**src/mqpi_ram.sv**
```systemverilog
// generic single write port ram with registered read
module mqpi_ram #(
  parameter int WIDTH = 8,
  parameter int DEPTH = 16
) (
  input  logic                                   clk,
  input  logic                                   we,
  input  logic [(DEPTH > 1 ? $clog2(DEPTH) : 1)-1:0] waddr,
  input  logic [WIDTH-1:0]                       wdata,
  input  logic                                   re,
  input  logic [(DEPTH > 1 ? $clog2(DEPTH) : 1)-1:0] raddr,
  output logic [WIDTH-1:0]                       rdata
);

  logic [WIDTH-1:0] mem [DEPTH];

  // write port
  always_ff @(posedge clk) begin
    if (we) begin
      mem[waddr] <= wdata;
    end
  end

  // registered read port
  always_ff @(posedge clk) begin
    if (re) begin
      rdata <= mem[raddr];
    end
  end

endmodule

```
**src/mqpi_desc_store.sv**
```systemverilog
// per-queue descriptor store: count and head pointer in ram, valid bits give reset value
module mqpi_desc_store #(
  parameter int NUM_QUEUES = 32,
  parameter int CW         = 4,
  parameter int PW         = 3,
  parameter int QW         = 5
) (
  input  logic          clk,
  input  logic          rst,
  input  logic          rd_en,
  input  logic [QW-1:0] rd_addr,
  input  logic          wr_en,
  input  logic [QW-1:0] wr_addr,
  input  logic [CW-1:0] wr_count,
  input  logic [PW-1:0] wr_head,
  output logic [CW-1:0] rd_count,
  output logic [PW-1:0] rd_head
);

  logic [NUM_QUEUES-1:0] valid;
  logic                  rd_valid;
  logic [CW+PW-1:0]      rd_data;

  mqpi_ram #(
    .WIDTH (CW + PW),
    .DEPTH (NUM_QUEUES)
  ) u_ram (
    .clk   (clk),
    .we    (wr_en),
    .waddr (wr_addr),
    .wdata ({wr_count, wr_head}),
    .re    (rd_en),
    .raddr (rd_addr),
    .rdata (rd_data)
  );

  // valid bits: a never written queue reads as empty with head zero
  always_ff @(posedge clk) begin
    if (rst) begin
      valid    <= '0;
      rd_valid <= 1'b0;
    end else begin
      if (wr_en) begin
        valid[wr_addr] <= 1'b1;
      end
      if (rd_en) begin
        rd_valid <= valid[rd_addr];
      end
    end
  end

  // mask stale ram contents
  assign rd_count = rd_valid ? rd_data[CW+PW-1:PW] : '0;
  assign rd_head  = rd_valid ? rd_data[PW-1:0]     : '0;

endmodule
```
**config.mk**
```make
export PLATFORM = sky130hd
export DESIGN_NAME = mqpi_desc_store
export DESIGN_NICKNAME = d
export VERILOG_FILES = /design/src/mqpi_ram.sv /design/src/mqpi_desc_store.sv
export SDC_FILE = /design/constraint.sdc
export NUM_CORES = 1
export LEC_CHECK = 0
export ABC_AREA = 1
export BUFFER_PORTS_ARGS = -buffer_cell sky130_fd_sc_hd__buf_2
export CELL_PAD_IN_SITES_DETAIL_PLACEMENT = 1
export CELL_PAD_IN_SITES_GLOBAL_PLACEMENT = 2
export CORE_UTILIZATION = 36
export DETAILED_ROUTE_END_ITERATION = 10
export GPL_TIMING_DRIVEN = 0
export HOLD_SLACK_MARGIN = 0.15
export PLACE_DENSITY = 0.78
export SLEW_MARGIN = 5
export SYNTH_ARGS = -nofsm -noshare
export SYNTH_HDL_FRONTEND = slang
export SYNTH_SLANG_ARGS = --single-unit
```
**constraint.sdc**
```tcl
create_clock -name clk -period 1.6 [get_ports clk]
set_input_delay 0.32 -clock clk [delete_from_list [all_inputs] [get_ports clk]]
set_output_delay 0.32 -clock clk [all_outputs]
set_load 0.02 [all_outputs]
```
==> flow_metrics.env <==
export IMPL_status="finished, final reports clean"
export IMPL_die_w_um=175
export IMPL_dr_pass1_iters=8
export IMPL_worstMarginPinSlew_ns=1.08
export IMPL_wl_met1_um=14200
export IMPL_die_height_um=175
export IMPL_antenna_left=0
export IMPL_powerDensity_nw_per_um2=1230
export IMPL_fin_crit_sh_pct=97.8
export IMPL_synth_top_area_share_pct=64.3
export IMPL_synth_compound_area_share_pct=6.82
export IMPL_slew_violations=0
export IMPL_hold_viol=0
export IMPL_hold_path_depth=2
export IMPL_dr_wl_met2_um=15400
export IMPL_synthMuxAreaShare_pct=0
export IMPL_via_per_inst=5.24
export IMPL_worst_setup_path_end_kind="register"
export IMPL_path_class="in -> reg"
export IMPL_cp_data_required_time_ns=1.75
export IMPL_die_area_um2=30700
export IMPL_diodes=0
export IMPL_synthesis_area_um2=10800
export IMPL_min_path_type="in -> reg"
export IMPL_path_cells="buf_2 > nor3_1 > inv_1 > nor2_1"
export IMPL_cp_depth=4
export IMPL_grt_max_degree=33
export IMPL_synth_simple_area_share_pct=18.3
export IMPL_switching_share_pct=22.9
export IMPL_vias=7550
export IMPL_antenna_found_initial=0
export IMPL_worstSkewPairLatency_ns=0.54
export IMPL_pwr_share_clk_pct=43.0
export IMPL_start_util_pct=36.5
export IMPL_grt_pass1_wl_um=49100
export IMPL_top_layer="met4"
export IMPL_yosysUniqueCellTypes=21
export IMPL_synth_edf_count=231
export IMPL_synthMostInstantiatedCell="edfxtp_1"
export IMPL_synthCells=976
export IMPL_grt_overflow_total=0
export IMPL_dp_final_hpwl_um=22000
export IMPL_cts_tree="yes"
export IMPL_synthTopCellsByCount="edfxtp_1 (231), nand2_1 (230), nor2_1 (180)"
export IMPL_max_cap_violations=0
export IMPL_yosys_top_cells_area="edfxtp_1 (64%), nand2_1 (8.0%), nor2_1 (6.3%)"
export IMPL_drt_iter0_drc=746
export IMPL_drc=0
export IMPL_rsz0062_at_grt="yes"
export IMPL_grt_usage_pct=21.8
export IMPL_pwr_share_seq_pct=50.2
export IMPL_comb_power_share_pct=6.8
export IMPL_grt_pass1_vias=7795
export IMPL_core_area_um2=29600
export IMPL_max_vdd_ir_drop_mv=0.762
export IMPL_synthArstFlopShare_pct=0
export IMPL_crit_family="simple AND/OR/NAND/NOR gates"
export IMPL_p_sw_mw=3.47
export IMPL_critPathLaunchType="input port"
export IMPL_nNetsFinal=1050
export IMPL_fin_setup_tns_ns=0
export IMPL_io_buffers=23
export IMPL_clkTransAtPathRegs_ns=0.06
export IMPL_slew_headroom_pct=27.4
export IMPL_synth_flop_cell="edfxtp_1"
export IMPL_cts_sinks=264
export IMPL_htree_levels=1
export IMPL_setup_viol=0
export IMPL_ys_seq_area_share_pct=70.4
export IMPL_rows=63
export IMPL_place_area_um2=11400
export IMPL_finalInstanceArea_um2=12300
export IMPL_yosys_area_top_type="edfxtp_1"
export IMPL_post_synth_cell_area_avg_um2=11.1
export IMPL_slowest_stage="nor2_1"
export IMPL_synth_top_family_by_area="simple AND/OR/NAND/NOR gates"
export IMPL_place_congestion=0.825
export IMPL_cts_inserted_buffers=28
export IMPL_worst_path_max_fanout=8
export IMPL_drive_above_1_share_pct=10.8
export IMPL_crit_path_max_incr_delay_ns=0.88
export IMPL_wire_per_inst_um=22.5
export IMPL_syn_nets=997
export IMPL_max_freq_mhz=639
export IMPL_p_leak_nw=4.45
export IMPL_root_buffer="clkbuf_16"
export IMPL_synth_seq_cells=264
export IMPL_p_total_mw=15.2
export IMPL_finalClockSkew_ns=0.0129
export IMPL_wl_um=32400
export IMPL_period_minus_slack_ns=1.56
export IMPL_reg2reg_depth=6
export IMPL_cts_buffer_depth=3
export IMPL_syn2layout_area_growth_pct=14.4
export IMPL_cp_num_buf_inv=2
export IMPL_met3_length_um=2050
export IMPL_intPower_mw=11.7
export IMPL_n_fill_cell=3233
export IMPL_arrival_ns=1.72
export IMPL_synthAdderAreaFrac_pct=0
export IMPL_synthXorXnorAreaFrac_pct=0
export IMPL_yosys_warnings=0
export IMPL_io_pins=28
-- power groups by stage --
stage | Clock, mW | Combinational, mW | Sequential, mW
2_1_floorplan | 0 | 0.560 | 7.75
3_3_place_gp | 0 | 1.01 | 7.75
3_5_place_dp | 0 | 1.03 | 7.76
4_1_cts | 6.55 | 1.04 | 7.62
5_1_grt | 6.80 | 1.13 | 7.62
6_report | 6.52 | 1.03 | 7.62
-- registers in the layout, summed over array words and instances (netlist names) --
register,flops
u_ram.rdata,7
rd_valid,1
u_ram.mem,224
valid,32
-- per-layer routing --
metal / up-vias / track usage [%]
met5: - / 0
met4: 0 / 5.04
met3: 42 / 2.74
met2: 258 / 36.1
met1: 3778 / 30.4
li1: 3472 / -
-- cell families (layout without fill, tap and decap cells) --
logic type             Yosys count  after routing
DFF                            264            264
AOI/OAI and AO/OA              128            128
buffers and inverters           87            162
and+or+nand+nor                497            497
-- cell type report --
class                   count  area, µm²  area share [%]
clock inverters            13        138            1.12
multi-input cells         625       2730            22.1
inverters                  30        114           0.923
flip-flops and latches    264       7600            61.6
repair buffers             24        125            1.01
well taps                 390        488            3.95
plain buffers              56        370            3.00
clock buffers              39        773            6.27
-- through the flow --
stage	cells	hold WS, ns	util, %	setup slack, ns
6_report	1441	0.218	41.7	0.0357
5_1_grt	1441	0.237	41.7	-0.0207
4_1_cts	1441	0.194	41.7	0.0218
3_5_place_dp	1389	0.461	38.5	-0.569
3_3_place_gp	1389	0.451	38.5	-0.538
2_1_floorplan	976	0.413	-	0.163
-- worst paths after layout --
check | from | endpoint | slack [ns]
worst min register to register | valid[3] | valid[3] | 0.47
worst min-delay path | rst | valid[0] | 0.22
worst max register to register | u_ram.mem[22][0] | u_ram.rdata[0] | 0.09
worst max-delay path | wr_addr[0] | u_ram.mem[20][1] | 0.04
-- cells in the final DEF, fill, tap and decap left out --
cell type and n:
clkbuf_16 29, o21bai_1 1, a21oi_1 43, o211ai_2 1, o31ai_1 20, clkbuf_1 22
dfxtp_4 1, dlygate4sd3_1 1, nand2_1 230, nand3_1 75, buf_2 34, buf_4 14
o21ai_0 43, buf_1 3, clkinvlp_4 1, o31ai_2 1, clkbuf_8 1, dfxtp_1 32
clkinv_1 4, o21ai_1 6, bufinv_16 3, inv_2 2, clkinv_2 6, nor2_1 174
nor2_2 6, o211ai_1 13, clkbuf_2 3, inv_1 27, edfxtp_1 231, buf_6 12
nor3_1 12
-- what timing repair did --
item | 4_1_cts | 5_1_grt
hold buffers | 1 | 0
setup endpoints to repair | 8 | 73
endpoints found under the hold margin | 8 | 0
setup buffers | 0 | 0
gates resized for setup | 2 | 15
cloned | 0 | 0
No activity file was read; power rests on OpenSTA's default activity.
