==> config.mk <==
export PLATFORM = sky130hd
export DESIGN_NAME = mqpi_ram
export DESIGN_NICKNAME = d
export VERILOG_FILES = /design/src/mqpi_ram.sv
export SDC_FILE = /design/constraint.sdc
export NUM_CORES = 1
export LEC_CHECK = 0
export BUFFER_PORTS_ARGS = -buffer_cell sky130_fd_sc_hd__buf_4
export CAP_MARGIN = 20
export CORE_MARGIN = 4
export CORE_UTILIZATION = 30
export CTS_CLUSTER_SIZE = 8
export DETAILED_ROUTE_END_ITERATION = 6
export GPL_TIMING_DRIVEN = 0
export PLACE_DENSITY_LB_ADDON = 0.3
export SYNTH_ARGS = -nofsm -noshare
export SYNTH_HDL_FRONTEND = slang
export SYNTH_SLANG_ARGS = --single-unit
==> constraint.sdc <==
create_clock -name clk -period 1.9 [get_ports clk]
set_input_delay 0.19 -clock clk [delete_from_list [all_inputs] [get_ports clk]]
set_output_delay 0.19 -clock clk [all_outputs]
set_load 0.01 [all_outputs]
==> src/mqpi_ram.sv <==
// generic single write port ram with registered read
module mqpi_ram #(
  parameter int WIDTH = 8,
  parameter int DEPTH = 16
) (
  input  logic                                   clk,
  input  logic                                   we,
  input  logic [(DEPTH > 1 ? $clog2(DEPTH) : 1)-1:0] waddr,
  input  logic [WIDTH-1:0]                       wdata,
  input  logic                                   re,
  input  logic [(DEPTH > 1 ? $clog2(DEPTH) : 1)-1:0] raddr,
  output logic [WIDTH-1:0]                       rdata
);

  logic [WIDTH-1:0] mem [DEPTH];

  // write port
  always_ff @(posedge clk) begin
    if (we) begin
      mem[waddr] <= wdata;
    end
  end

  // registered read port
  always_ff @(posedge clk) begin
    if (re) begin
      rdata <= mem[raddr];
    end
  end

endmodule

==> results of run 1 <==
## layer usage
layer / GRT usage [%] / up-vias / routed length [um]
met4: 3.978 / 0 / 133
li1: - / 1079 / -
met5: 0 / - / 0
met1: 16.49 / 1261 / 5069
met3: 3.619 / 12 / 548
met2: 16.71 / 56 / 4877
## power groups by stage
stage | registers (uW) | clock network, uW | logic, uW
2_1_floorplan | 3460 | 0 | 171
3_3_place_gp | 3460 | 0 | 347
3_5_place_dp | 3460 | 0 | 353
4_1_cts | 3400 | 3550 | 353
5_1_grt | 3400 | 3720 | 377
6_report | 3400 | 3490 | 345
## layout make-up
type,instances,share of cell area [%]
Sequential cell,136,64.29
Multi-Input combinational cell,83,16.64
Clock buffer,18,6.756
Tap cell,225,4.432
Timing Repair Buffer,29,3.348
Clock inverter,13,3.171
Buffer,10,1.359
## synthesized netlist by cell type, drive strengths merged
cell | n | area [um2]
buf | 7 | 56.30
nand3b | 2 | 15.01
edfxtp | 136 | 4084
and2 | 1 | 6.260
a22oi | 16 | 120.1
nand2b | 2 | 12.51
nor2b | 1 | 6.260
clkdlybuf4s25 | 3 | 30.03
and2b | 1 | 7.510
nand2 | 9 | 33.78
nor2 | 13 | 48.80
nor3 | 4 | 20.02
nand3 | 1 | 5.000
mux4 | 32 | 773.2
or3b | 1 | 8.760
## cells by family (layout without fill, tap and decap cells)
logic type,Yosys count,after routing,share of synthesized area (%)
AOI/OAI and AO/OA,16,16,2.298
and+or+nand+nor,35,35,3.136
muxes,32,32,14.79
buffers and inverters,10,70,1.651
DFF,136,136,78.12
## worst register-to-register path, cell delays in order (launching register included)
cell	delay, ns
sky130_fd_sc_hd__edfxtp_1	0.37
sky130_fd_sc_hd__mux4_1	0.51
sky130_fd_sc_hd__a22oi_1	0.27
sky130_fd_sc_hd__nand2_1	0.12
## path summary, 6_finish.rpt
kind,endpoint,cells after the start,slack [ns]
worst max register to register,rdata[4],3,0.36
worst min register to register,rdata[1],3,0.77
worst min-delay path,rdata[4],1,0.07
worst max-delay path,rdata[4],3,0.36
## state kept, by name (all words and copies together) (netlist names)
signal and flops:
mem 128, rdata 8
## layout by cell type, fill, tap and decap left out, drive strengths merged
master,n
bufinv,5
clkbuf,18
nor2,13
nor3,4
nor2b,1
clkinvlp,2
nand3,1
buf,36
mux4,32
nand2,9
clkinv,4
edfxtp,136
and2b,1
a22oi,16
and2,1
clkdlybuf4s25,3
or3b,1
inv,2
nand3b,2
nand2b,2
## per-stage QoR
step,worst slack [ns],cell area (um2),hold slack (ns)
after global routing,0.2737,6352,0.06174
after CTS,0.3172,6352,0.05482
after detailed placement,-0.08800,5722,0.4888
after global placement,-0.4847,5697,0.4845
final,0.3557,6352,0.07363
after floorplan,0.2171,5228,0.2889
==> results, run 1 <==
- At the later pin of the worst-skew pair, clock insertion delay measures just over 0.4 ns.
- The max-cap check violation count is 0.
- In the final design database the tool counted 296 nets.
- The clock passes through at most 2 buffers.
- The number of levels in the clock H-tree is 4.
- For this design, the slowest cell found on the critical path is sky130_fd_sc_hd__mux4_1.
- The timing startpoint of the critical path is mem[9][4].
- The type of the worst min-delay path is primary input to flip-flop.
- The synthesized instance count is 229.
- The flow ran to the end, and the final reports show no timing, DRC or antenna violations.
- After routing, the total negative slack on setup checks comes to 0 ns.
- Headroom to the max-slew limit came out at 40.50%.
- The number of buffers added on ports is 25.
- After global routing the overflow that remains totals 0.
- The Yosys warning count is 0.
- The total of hold buffers inserted after clock tree synthesis is 0.
- In the final layout, the multi-input gates occupy 0.001057 mm2.
- The share of the clock period used by the worst path is 81.28%.
- At the pin with the least slew margin, the transition time is a little under 0.9 ns.
- Along the worst path, the maximum fanout reaches 1.
- For this run, the detailed router's first-pass iteration total came to 4.
- The initial core utilization is ~30%.
- After synthesis the netlist holds a flip-flop and latch count of 136.
- Measured along the x axis, the die boundary spans 140.0 um.
- The number of endpoints with negative hold slack in the final report is 0.
- In this run the most critical hold path is launched from re.
- 27 I/O pins were placed.
- The clock net sink count is 136.
- Summing every instance area after synthesis gives 0.005228 mm2.
- On the final layout, the worst clock skew is roughly 0.006 ns.
- Compared with the post-synthesis result, the final layout area differs by 21.52%.
- The power density over the cells is roughly 1100 mW/mm2.
- The number of nets in the synthesized netlist is 248.
- The fraction of power consumed by combinational cells is 4.8%.
- The minimum clock period is 1.544 ns.
- The ratio of routed vias to standard cells is 4.685.
- The die span in y is ~140 um.
- The worst setup path is launched from a flip-flop.
- The switching share of total power is 19.11%.
- The clock slew at the register clock pins of the worst setup and hold paths is roughly 0.05 ns.
- The average wire length per cell after detail routing is roughly 21 um.
- The final count of pins violating max slew is 0.
- The number of cells in the design after placement is 483.
- The cell-internal power is 5846 uW.
- The maximum achievable frequency is between 600 and 700 MHz.
- IR analysis of the VDD net gives a maximum drop of 0.0007600 V.
- The number of library cell types mapped by synthesis is 18.
- Counting both buffers and inverters, the worst setup path holds a total of 0.
- The HPWL reported at the end of detailed placement is 6976 um.
- The library cell used as clock root buffer is sky130_fd_sc_hd__clkbuf_16.
- The region available for standard cell placement spans around 0.017 mm2.
- Global routing consumed, over all layers together, 11.53% of the routing resources.
- The iteration-0 DRC count of the detailed router is roughly 140.
- The sequential cell area is between 0.004 and 0.005 mm2.
- The startpoint identified for the worst register-to-register timing path is mem[9][4].
- The family with the most delay on the worst path is multiplexers.
- The maximum cell stage delay along the critical path is 0.51 ns.
- The non-filler instance count after layout is 514.
- The CTS buffer count is 17.
- The weighted congestion reported at the end of routability-driven placement is 0.7303.
- For this design the static power due to leakage is 0.002101 uW.
- The detailed router placed around 2400 vias in this run.
- The worst endpoint required time is 2.04 ns.
- The floorplan die area is 0.01960 mm2.
- The critical path arrival is 1.68 ns.
- The maximum number of pins on one net before global-route repair is 17.
- The final core utilization is 36.98%.
- The number of endpoints failing setup at the final stage is 0.
- The routed design has between 10000 and 15000 um of wire.
- Cells with a size suffix above 1 make up between 30% and 40% of the layout.
- The synthesized area per cell is between 20 and 25 um2.
- The via count of the first global-routing pass is between 2000 and 2500.
- The number of antenna cells inserted is 0.
- The worst setup path is of the flip-flop to flip-flop kind.
- Traced cell by cell, the critical path runs through mux4_1, a22oi_1, nand2_1.
- The share of total power dissipated in sequential elements is 47.0%.
- The net switching power is 1381 uW.
- Setup repair after global routing left no endpoint under its margin.
- The first global-routing pass estimated between 15000 and 20000 um of wire.
- Buffers added to address setup during post-CTS repair amount to 0.
- The count of unresolved DRC violations after routing is 0.
- The count of fill cells added during filler insertion is 1609.
- The detail route stage leaves a number of antenna-violating nets equal to 0.
- The TritonCTS clock tree is yes.
- The number of resized instances in the post-cts repair step is 0.
- STA classifies the critical path endpoint as a flip-flop.
- After floorplanning, the core was divided into 48 placement rows.
- The total power is 7227 uW.
- The clock network accounts for 48.2% of the total power.
- The initial antenna violation count is 0.
- The sequential element share of the synthesized area is between 70% and 80%.
Power figures use the tool's default switching activity.
==> run 2: changes to the inputs <==
- clock period: 1.9 -> 1.55 ns (I/O delays scaled with it)
==> run 2 against run 1 <==
Via count decreased by 0.71%. First-iteration DRC count grew 45%. Total power grew 15%. Flip-flop and latch count is the same. Sequential power rose by 22%. Maximum frequency is 3.6% higher. Final cell count unchanged. Wire length is 0.65% lower. Critical path depth is the same. Global-route usage shrank 0.12 points. Setup slack worse by 0.30 ns. Sequential share of layout area increased by 0.70 points.
==> results, run 2 (same netlist as run 1, synthesis figures left out) <==
- The area of the placeable core is 0.01718 mm2 (unchanged).
- The count of fill cells added during filler insertion came to 1628 (+1.2%).
- The share of cells above drive strength 1 is 29.76% (-0.35 points).
- The slew at the pin closest to its max-slew limit is 0.8494 ns (-0.03984 ns).
- The number of cells in the design after placement is 482 (-0.21%).
- The clock net sink count is 136 (unchanged).
- The number of endpoints with negative hold slack in the final report came to 0 (unchanged).
- The clock share of power was 44.6% (-3.6 points).
- The endpoint kind of the worst setup timing path is a flip-flop.
- The iteration-0 DRC count of the detailed router was 205 (+45%).
- The weighted congestion reported at the end of routability-driven placement came to 0.7289 (-0.19%).
- The die span in y came to 140.0 um (unchanged).
- The floorplan die area is 0.01960 mm2 (unchanged).
- The fraction of power consumed by combinational cells is 5.2% (+0.4 points).
- The number of buffers added on ports is 25 (unchanged).
- The leading cell type in the layout, fill and taps excluded is sky130_fd_sc_hd__edfxtp_1.
- The remaining antenna violation count is 0 (unchanged).
- The net switching power is 1650 uW (+19%).
- The final core utilization is 36.58% (-0.40 points).
- The switching share of total power is 19.88% (+0.77 points).
- The row count was 48 (unchanged).
- The worst endpoint required time is 1.69 ns (-0.35 ns).
- The cell sitting at the root of the clock tree is a sky130_fd_sc_hd__clkbuf_16.
- The worst setup path is of the flip-flop to flip-flop kind.
- The via count of the first global-routing pass came to 2590 (+3.9%).
- The static leakage power is 0.002055 uW (-2.2%).
- The TritonCTS clock tree is yes.
- The maximum achievable frequency was 671.0 MHz (+3.6%).
- The wire length of the first global-routing pass was 16040 um (-0.72%).
- The non-filler instance count after layout was 514 (unchanged).
- In the final layout, the registers with the most flip-flops are mem x128, rdata x8.
- The clock slew at the register clock pins of the worst setup and hold paths is 0.05 ns (about the same).
- The minimum clock period is 1.490 ns (-0.05392 ns).
- The worst setup path is launched from a flip-flop.
- The count of unresolved DRC violations after routing came to 0 (unchanged).
- The average wire length per cell after detail routing is 20.55 um (-0.65%).
- The share of the clock period used by the worst path is 96.15% (+15 points).
- The relative area change from synthesis to final layout is 20.20%.
- The initial core utilization is 30.43% (unchanged).
- The number of endpoints failing setup at the final stage was 0 (unchanged).
- The width of the chip is 140.0 um (unchanged).
- The flip-flop count of the largest register after layout is 128 (unchanged).
- The maximum VDD drop is 0.0007469 V (-1.7%).
- The number of post-CTS setup repair buffers is 0 (unchanged).
- The final count of pins violating max slew is 0 (unchanged).
- The number of vias after detailed routing is 2391 (-0.71%).
- The number of levels in the clock H-tree is 4 (unchanged).
- The ratio of routed vias to standard cells was 4.652 (-0.71%).
- The total power was 8300 uW (+15%).
- The maximum fanout count along the critical path is 1 (unchanged).
- The total cell area at the placement stage is 0.005724 mm2 (about the same).
- The power density over the cells is 1321 mW/mm2 (+16%).
- The maximum number of buffers from clock root to sink was 2 (unchanged).
- The register with the highest flop count is mem.
- Setup repair after global routing left no endpoint under its margin.
- In the layout the commonest cells are sky130_fd_sc_hd__edfxtp_1 (136), sky130_fd_sc_hd__buf_4 (29), sky130_fd_sc_hd__mux4_2 (19).
- The HPWL reported at the end of detailed placement is 6937 um (-0.56%).
- The min-delay analysis places its worst path in the category primary input to flip-flop.
- The final net count is 296 (unchanged).
- The CTS buffer count is 17 (unchanged).
- The run finished with clean final reports.
- The initial antenna violation count came to 0 (unchanged).
- The worst-skew pair later-pin latency came to 0.41 ns (about the same).
- The number of iterations in the first detailed-routing pass is 4 (unchanged).
- The global router's overall resource usage is 11.41% (-0.12 points).
- The total overflow reported by the global router was 0 (unchanged).
- The max-cap check violation count was 0 (unchanged).
- The cell-internal power is 6650 uW (+14%).
- The share of total power in sequential cells is 50.2% (+3.2 points).
- The number of top-level pins is 27 (unchanged).
- The critical path arrival was 1.63 ns (-0.05 ns).
- The worst slack on hold paths was 0.06943 ns (-0.004198 ns).
- The detailed-route wire length was 10560 um (-0.65%).
- The design area is 0.006284 mm2 (-1.1%).
- The relative max-transition margin is 43.16% (+2.7 points).
- The maximum number of pins on one net before global-route repair is 17 (unchanged).
- The maximum clock skew at final layout is 0.005645 ns (-0.0002830 ns).
- The number of antenna cells inserted is 0 (unchanged).
-- run 2: per-stage QoR --
stage	setup slack, ns	TNS, ns
after detailed placement	-0.3869	-15.72
final	0.05961	0
after global routing	0.006568	0
after CTS	0.009524	0
after global placement	-0.4386	-22.94
after floorplan	0.1126	0
-- run 2: worst paths after layout --
| check | start | endpoint | slack [ns] | cells past startpoint |
|---|---|---|---|---|
| max | mem[1][0] | rdata[0] | 0.06 | 3 |
| min reg2reg | mem[11][2] | rdata[2] | 0.77 | 3 |
| min | wdata[5] | mem[7][5] | 0.07 | 1 |
| max reg2reg | mem[1][0] | rdata[0] | 0.06 | 3 |
-- run 2: final cells by class --
class	instances	area [um2]	share of cell area, %
Timing Repair Buffer	29	220.2	3.505
Tap cell	225	281.5	4.480
Multi-Input combinational cell	83	1069	17.01
Sequential cell	136	4084	64.99
Clock inverter	12	110.1	1.752
Clock buffer	19	432.9	6.890
Buffer	10	86.33	1.374
-- run 2: power by group through the flow --
stage                     Combinational [uW]  Sequential [uW]  Clock [uW]
after floorplan                          209             4240           0
after detailed placement                 435             4240           0
final                                    432             4160        3700
after global placement                   426             4230           0
after CTS                                440             4160        3780
after global routing                     468             4170        3950
-- run 2: worst max-delay path, cell delays in order, from the launching register on --
cell                       delay [ns]
sky130_fd_sc_hd__edfxtp_1        0.35
sky130_fd_sc_hd__mux4_1          0.54
sky130_fd_sc_hd__a22oi_2         0.22
sky130_fd_sc_hd__nand2_1         0.12
-- run 2: metal layers --
metal | GRT usage [%] | wire length [um] | part of all wire (%)
met1 | 16.03 | 5039 | 48
met2 | 16.69 | 4767 | 45
met3 | 3.414 | 554 | 5.2
met4 | 4.589 | 199 | 1.9
met5 | 0 | 0 | 0
-- run 2: timing repair --
action,CTS,global route
hold endpoints to repair,8,0
hold buffers,1,0
pin swaps,1,0
setup endpoints to repair,1,2
gates resized for setup,1,2
==> run 3: changes to the inputs <==
- ABC_AREA: not set -> 1
==> run 3 against run 2 <==
Setup slack better by 0.25 ns. Via count increased by 61%. Sequential share of layout area fell by 5.9 points. Clock power up 5.7%. First-iteration DRC count is 110% higher. Synthesized cell count grew 140%. Worst hold slack got worse by 0.056 ns. Final area is 10% higher. Clock skew grew 0.0018 ns. Clock-buffer cell count is 1 higher. Sequential power about the same. Register-to-register slack better by 0.32 ns. Critical endpoint is now mem[4][4]. Largest power group unchanged. Highest routed layer unchanged.
==> results, run 3 <==
- The final net count is 612 (+110%).
- The synthesized area per cell is 10.61 um2 (-54%).
- The Yosys warning count is 0 (unchanged).
- The ratio of routed vias to standard cells is 4.441 (-4.5%).
- The leading cell type in the layout, fill and taps excluded is sky130_fd_sc_hd__nand2_1.
- The floorplan die area came to 0.02179 mm2 (+11%).
- The number of levels in the clock H-tree is 4 (unchanged).
- The number of resized instances in the post-cts repair step was 0 (-1).
- The net switching power is 1829 uW (+11%).
- The largest registers in the layout are mem x128, rdata x8.
- The number of cells in the design after placement came to 834 (+73%).
- The detailed-route wire length came to 14090 um (+33%).
- The share of total power in sequential cells is 48.2% (-2.0 points).
- The worst hold path endpoint is rdata[2].
- Ranked by total cell area, the synthesized netlist is headed by sky130_fd_sc_hd__edfxtp_1 (70%), sky130_fd_sc_hd__nand2_1 (11%), sky130_fd_sc_hd__nand3_1 (8.3%).
- The register with the highest flop count is mem.
- The simple-gate share of the synthesized area is 20.76% (+18 points).
- The clock net sink count was 136 (unchanged).
- The area of combinational cells with multiple inputs came to 0.001214 mm2 (+14%).
- The minimum clock period is 1.245 ns (-0.2451 ns).
- The synthesized-area fraction occupied by adder cells is 0% (unchanged).
- The count of fill cells added during filler insertion came to 1832 (+13%).
- The xor-xnor portion of the synthesized cell area came to 0% (unchanged).
- The share of flip-flops with an asynchronous set or reset after synthesis is 0% (unchanged).
- The maximum number of buffers from clock root to sink is 2 (unchanged).
- The number of enable-type register cells in the synthesized netlist is 136 (unchanged).
- The most repeated cell in the gate-level netlist after synthesis is sky130_fd_sc_hd__nand2_1.
- The library cell used as clock root buffer is sky130_fd_sc_hd__clkbuf_16.
- The count of unresolved DRC violations after routing is 0 (unchanged).
- The switching share of total power is 21.17% (+1.3 points).
- The fraction of power consumed by combinational cells came to 6.5% (+1.3 points).
- The type of the worst setup path is primary input to flip-flop.
- The synthesized instance count is 551 (+140%).
- The initial antenna violation count is 0 (unchanged).
- The worst hold path belongs to the class primary input to flip-flop.
- The signal on the critical path passes through buf_4, nand3b_1, nor2_1.
- The maximum fanout count along the critical path is 8 (+7).
- The sequential element share of the synthesized area is 69.85% (-8.3 points).
- The final count of pins violating max slew is 0 (unchanged).
- The count of cells along the worst register-to-register path is 6 (+3).
- The maximum VDD drop came to 0.0007193 V (-3.7%).
- The beginning of the worst hold path is re.
- The endpoint kind of the worst setup timing path is a flip-flop.
- The fraction of synthesized area in multiplexers is 0% (-15 points).
- The static leakage power came to 0.002923 uW (+42%).
- The iteration-0 DRC count of the detailed router is 423 (+110%).
- The relative max-transition margin is 38.91% (-4.3 points).
- The net count of the mapped netlist is 570 (+130%).
- The sequential cell area is 0.004084 mm2 (unchanged).
- The number of iterations in the first detailed-routing pass is 5 (+1).
- The complex-gate fraction of the synthesized area is 0% (-2.3 points).
- The synthesized area was 0.005847 mm2 (+12%).
- The number of stages on the worst hold path came to 1 (unchanged).
- The die span in y is 147.6 um (+5.4%).
- After synthesis, the largest family of logic cells by area is simple AND/OR/NAND/NOR gates.
- The run finished with clean final reports.
- The worst register-to-register path ends at rdata[4].
- The maximum number of pins on one net before global-route repair is 17 (unchanged).
- The flip-flop and latch count after synthesis is 136 (unchanged).
- TritonCTS built the clock tree.
- The share of the clock period used by the worst path is 80.34% (-16 points).
- Setup repair after global routing left no endpoint under its margin.
- The final-layout setup total negative slack is 0 ns (unchanged).
- The remaining antenna violation count was 0 (unchanged).
- The wire length of the first global-routing pass is 21690 um (+35%).
- The total of hold buffers inserted after clock tree synthesis is 0 (-1).
- The relative area change from synthesis to final layout is 18.25%.
- The kind of launch point of the worst setup path is a primary input.
- The number of buffers added on ports was 23 (-8.0%).
- The weighted congestion reported at the end of routability-driven placement is 0.9072 (+24%).
- Sorting the synthesized cells by how often they occur yields sky130_fd_sc_hd__nand2_1 (173), sky130_fd_sc_hd__edfxtp_1 (136), sky130_fd_sc_hd__inv_1 (100).
- The setup slack of the critical path after layout is 0.3048 ns (+0.2451 ns).
- The beginning of the worst register-to-register path is mem[0][4].
- The average wire length per cell after detail routing is 16.26 um (-21%).
- The top flip-flop cell by instance count after synthesis is sky130_fd_sc_hd__edfxtp_1.
- The post-place setup slack was -0.1024 ns (+0.2845 ns).
- The area of the placeable core is 0.01896 mm2 (+10%).
- The global router's overall resource usage is 13.44% (+2.0 points).
- The number of post-CTS setup repair buffers is 0 (unchanged).
- The flip-flop count of the largest register after layout is 128 (unchanged).
- The number of endpoints failing setup at the final stage was 0 (unchanged).
- The worst endpoint required time is 1.59 ns (-0.10 ns).
- The slew at the pin closest to its max-slew limit is 0.9130 ns (+0.06361 ns).
- sky130_fd_sc_hd__edfxtp_1 takes more of the synthesized area than any other cell.
- The number of vias after detailed routing is 3846 (+61%).
- The maximum cell stage delay along the critical path is 0.69 ns (+0.15 ns).
- The row count was 50 (+4.2%).
- The HPWL reported at the end of detailed placement is 9669 um (+39%).
- The clock slew at the register clock pins of the worst setup and hold paths is 0.06 ns (about the same).
- The width of the chip was 147.6 um (+5.4%).
- The share of cells above drive strength 1 is 12.05% (-18 points).
- The power density over the cells is 1250 mW/mm2 (-5.4%).
- The maximum achievable frequency is 803.1 MHz (+20%).
- The CTS buffer count is 17 (unchanged).
- The total overflow reported by the global router is 0 (unchanged).
- The fraction of synthesized cell area taken by the top area cell type is 69.85% (-8.3 points).
- The non-filler instance count after layout is 866 (+68%).
- The critical path arrival was 1.29 ns (-0.34 ns).
- The number of library cell types mapped by synthesis is 11 (-7).
- The clock share of power was 45.3% (+0.7 points).
- The reg-to-reg setup timing slack is 0.38 ns (+0.32 ns).
- The initial core utilization is 30.84% (+0.41 points).
- The number of top-level pins is 27 (unchanged).
- The worst-skew pair later-pin latency came to 0.41 ns (about the same).
- The maximum clock skew at final layout was 0.007455 ns (+0.001810 ns).
- In the layout the commonest cells are sky130_fd_sc_hd__nand2_1 (173), sky130_fd_sc_hd__edfxtp_1 (136), sky130_fd_sc_hd__inv_1 (100).
- The largest individual stage delay along the critical path comes from the cell sky130_fd_sc_hd__nor2_1.
- The max-cap check violation count was 0 (unchanged).
- The number of antenna cells inserted was 0 (unchanged).
- The via count of the first global-routing pass was 3744 (+45%).
- The cell-internal power is 6811 uW (+2.4%).
- The number of endpoints with negative hold slack in the final report came to 0 (unchanged).
==> run 3: through the flow <==
| stage | utilization (%) | total power (uW) | cell area, um2 | hold slack (ns) |
|---|---|---|---|---|
| after global placement | 33.47 | 4793 | 6345 | 0.4293 |
| after detailed placement | 33.47 | 4801 | 6345 | 0.4406 |
| after CTS | 36.48 | 8678 | 6914 | 0.006350 |
| after floorplan | - | 4538 | 5847 | 0.2539 |
| after global routing | 36.48 | 8925 | 6914 | 0.008140 |
| final | 36.48 | 8640 | 6914 | 0.01373 |
==> run 3: final cells by class <==
type,count,share of cell area (%)
Clock inverter,12,1.918
Multi-Input combinational cell,289,17.55
Buffer,24,2.407
Timing Repair Buffer,23,2.497
Sequential cell,136,59.07
Inverter,102,5.537
Clock buffer,20,6.316
Tap cell,260,4.705
==> run 3: how the worst max path moves through the flow <==
| stage | from | end | slack (ns) | depth (start not counted) |
|---|---|---|---|---|
| after detailed placement | waddr[1] | mem[13][3] | -0.10 | 4 |
| after floorplan | waddr[2] | mem[10][0] | 0.44 | 2 |
| final | waddr[3] | mem[4][4] | 0.30 | 3 |
| after global placement | waddr[3] | mem[5][0] | -0.06 | 3 |
| after CTS | waddr[1] | mem[13][3] | 0.33 | 4 |
| after global routing | waddr[3] | mem[5][2] | 0.27 | 3 |
==> run 3: worst max-delay path, delay by kind of cell <==
| family | cells | cell delay, ns |
|---|---|---|
| and+or+nand+nor | 2 | 1.01 |
| buffers and inverters | 1 | 0.12 |
==> run 3: kinds of logic after synthesis <==
family | Yosys count
AND/OR/NAND/NOR | 289
flip-flops | 136
buffers and inverters | 126
==> run 3: power groups by stage <==
stage | clock network, uW | registers, uW | logic (uW)
after floorplan | 0 | 4250 | 290
after global placement | 0 | 4240 | 555
after CTS | 3950 | 4170 | 562
final | 3910 | 4170 | 562
after detailed placement | 0 | 4240 | 560
after global routing | 4130 | 4170 | 621
==> run 3: layer usage <==
| layer | GRT usage (%) | up-vias | wire length [um] |
|---|---|---|---|
| met5 | 0 | - | 0 |
| met4 | 4.893 | 0 | 293 |
| met3 | 2.912 | 22 | 903 |
| met2 | 21.06 | 134 | 6341 |
| met1 | 18.45 | 1827 | 6546 |
| li1 | - | 1863 | - |
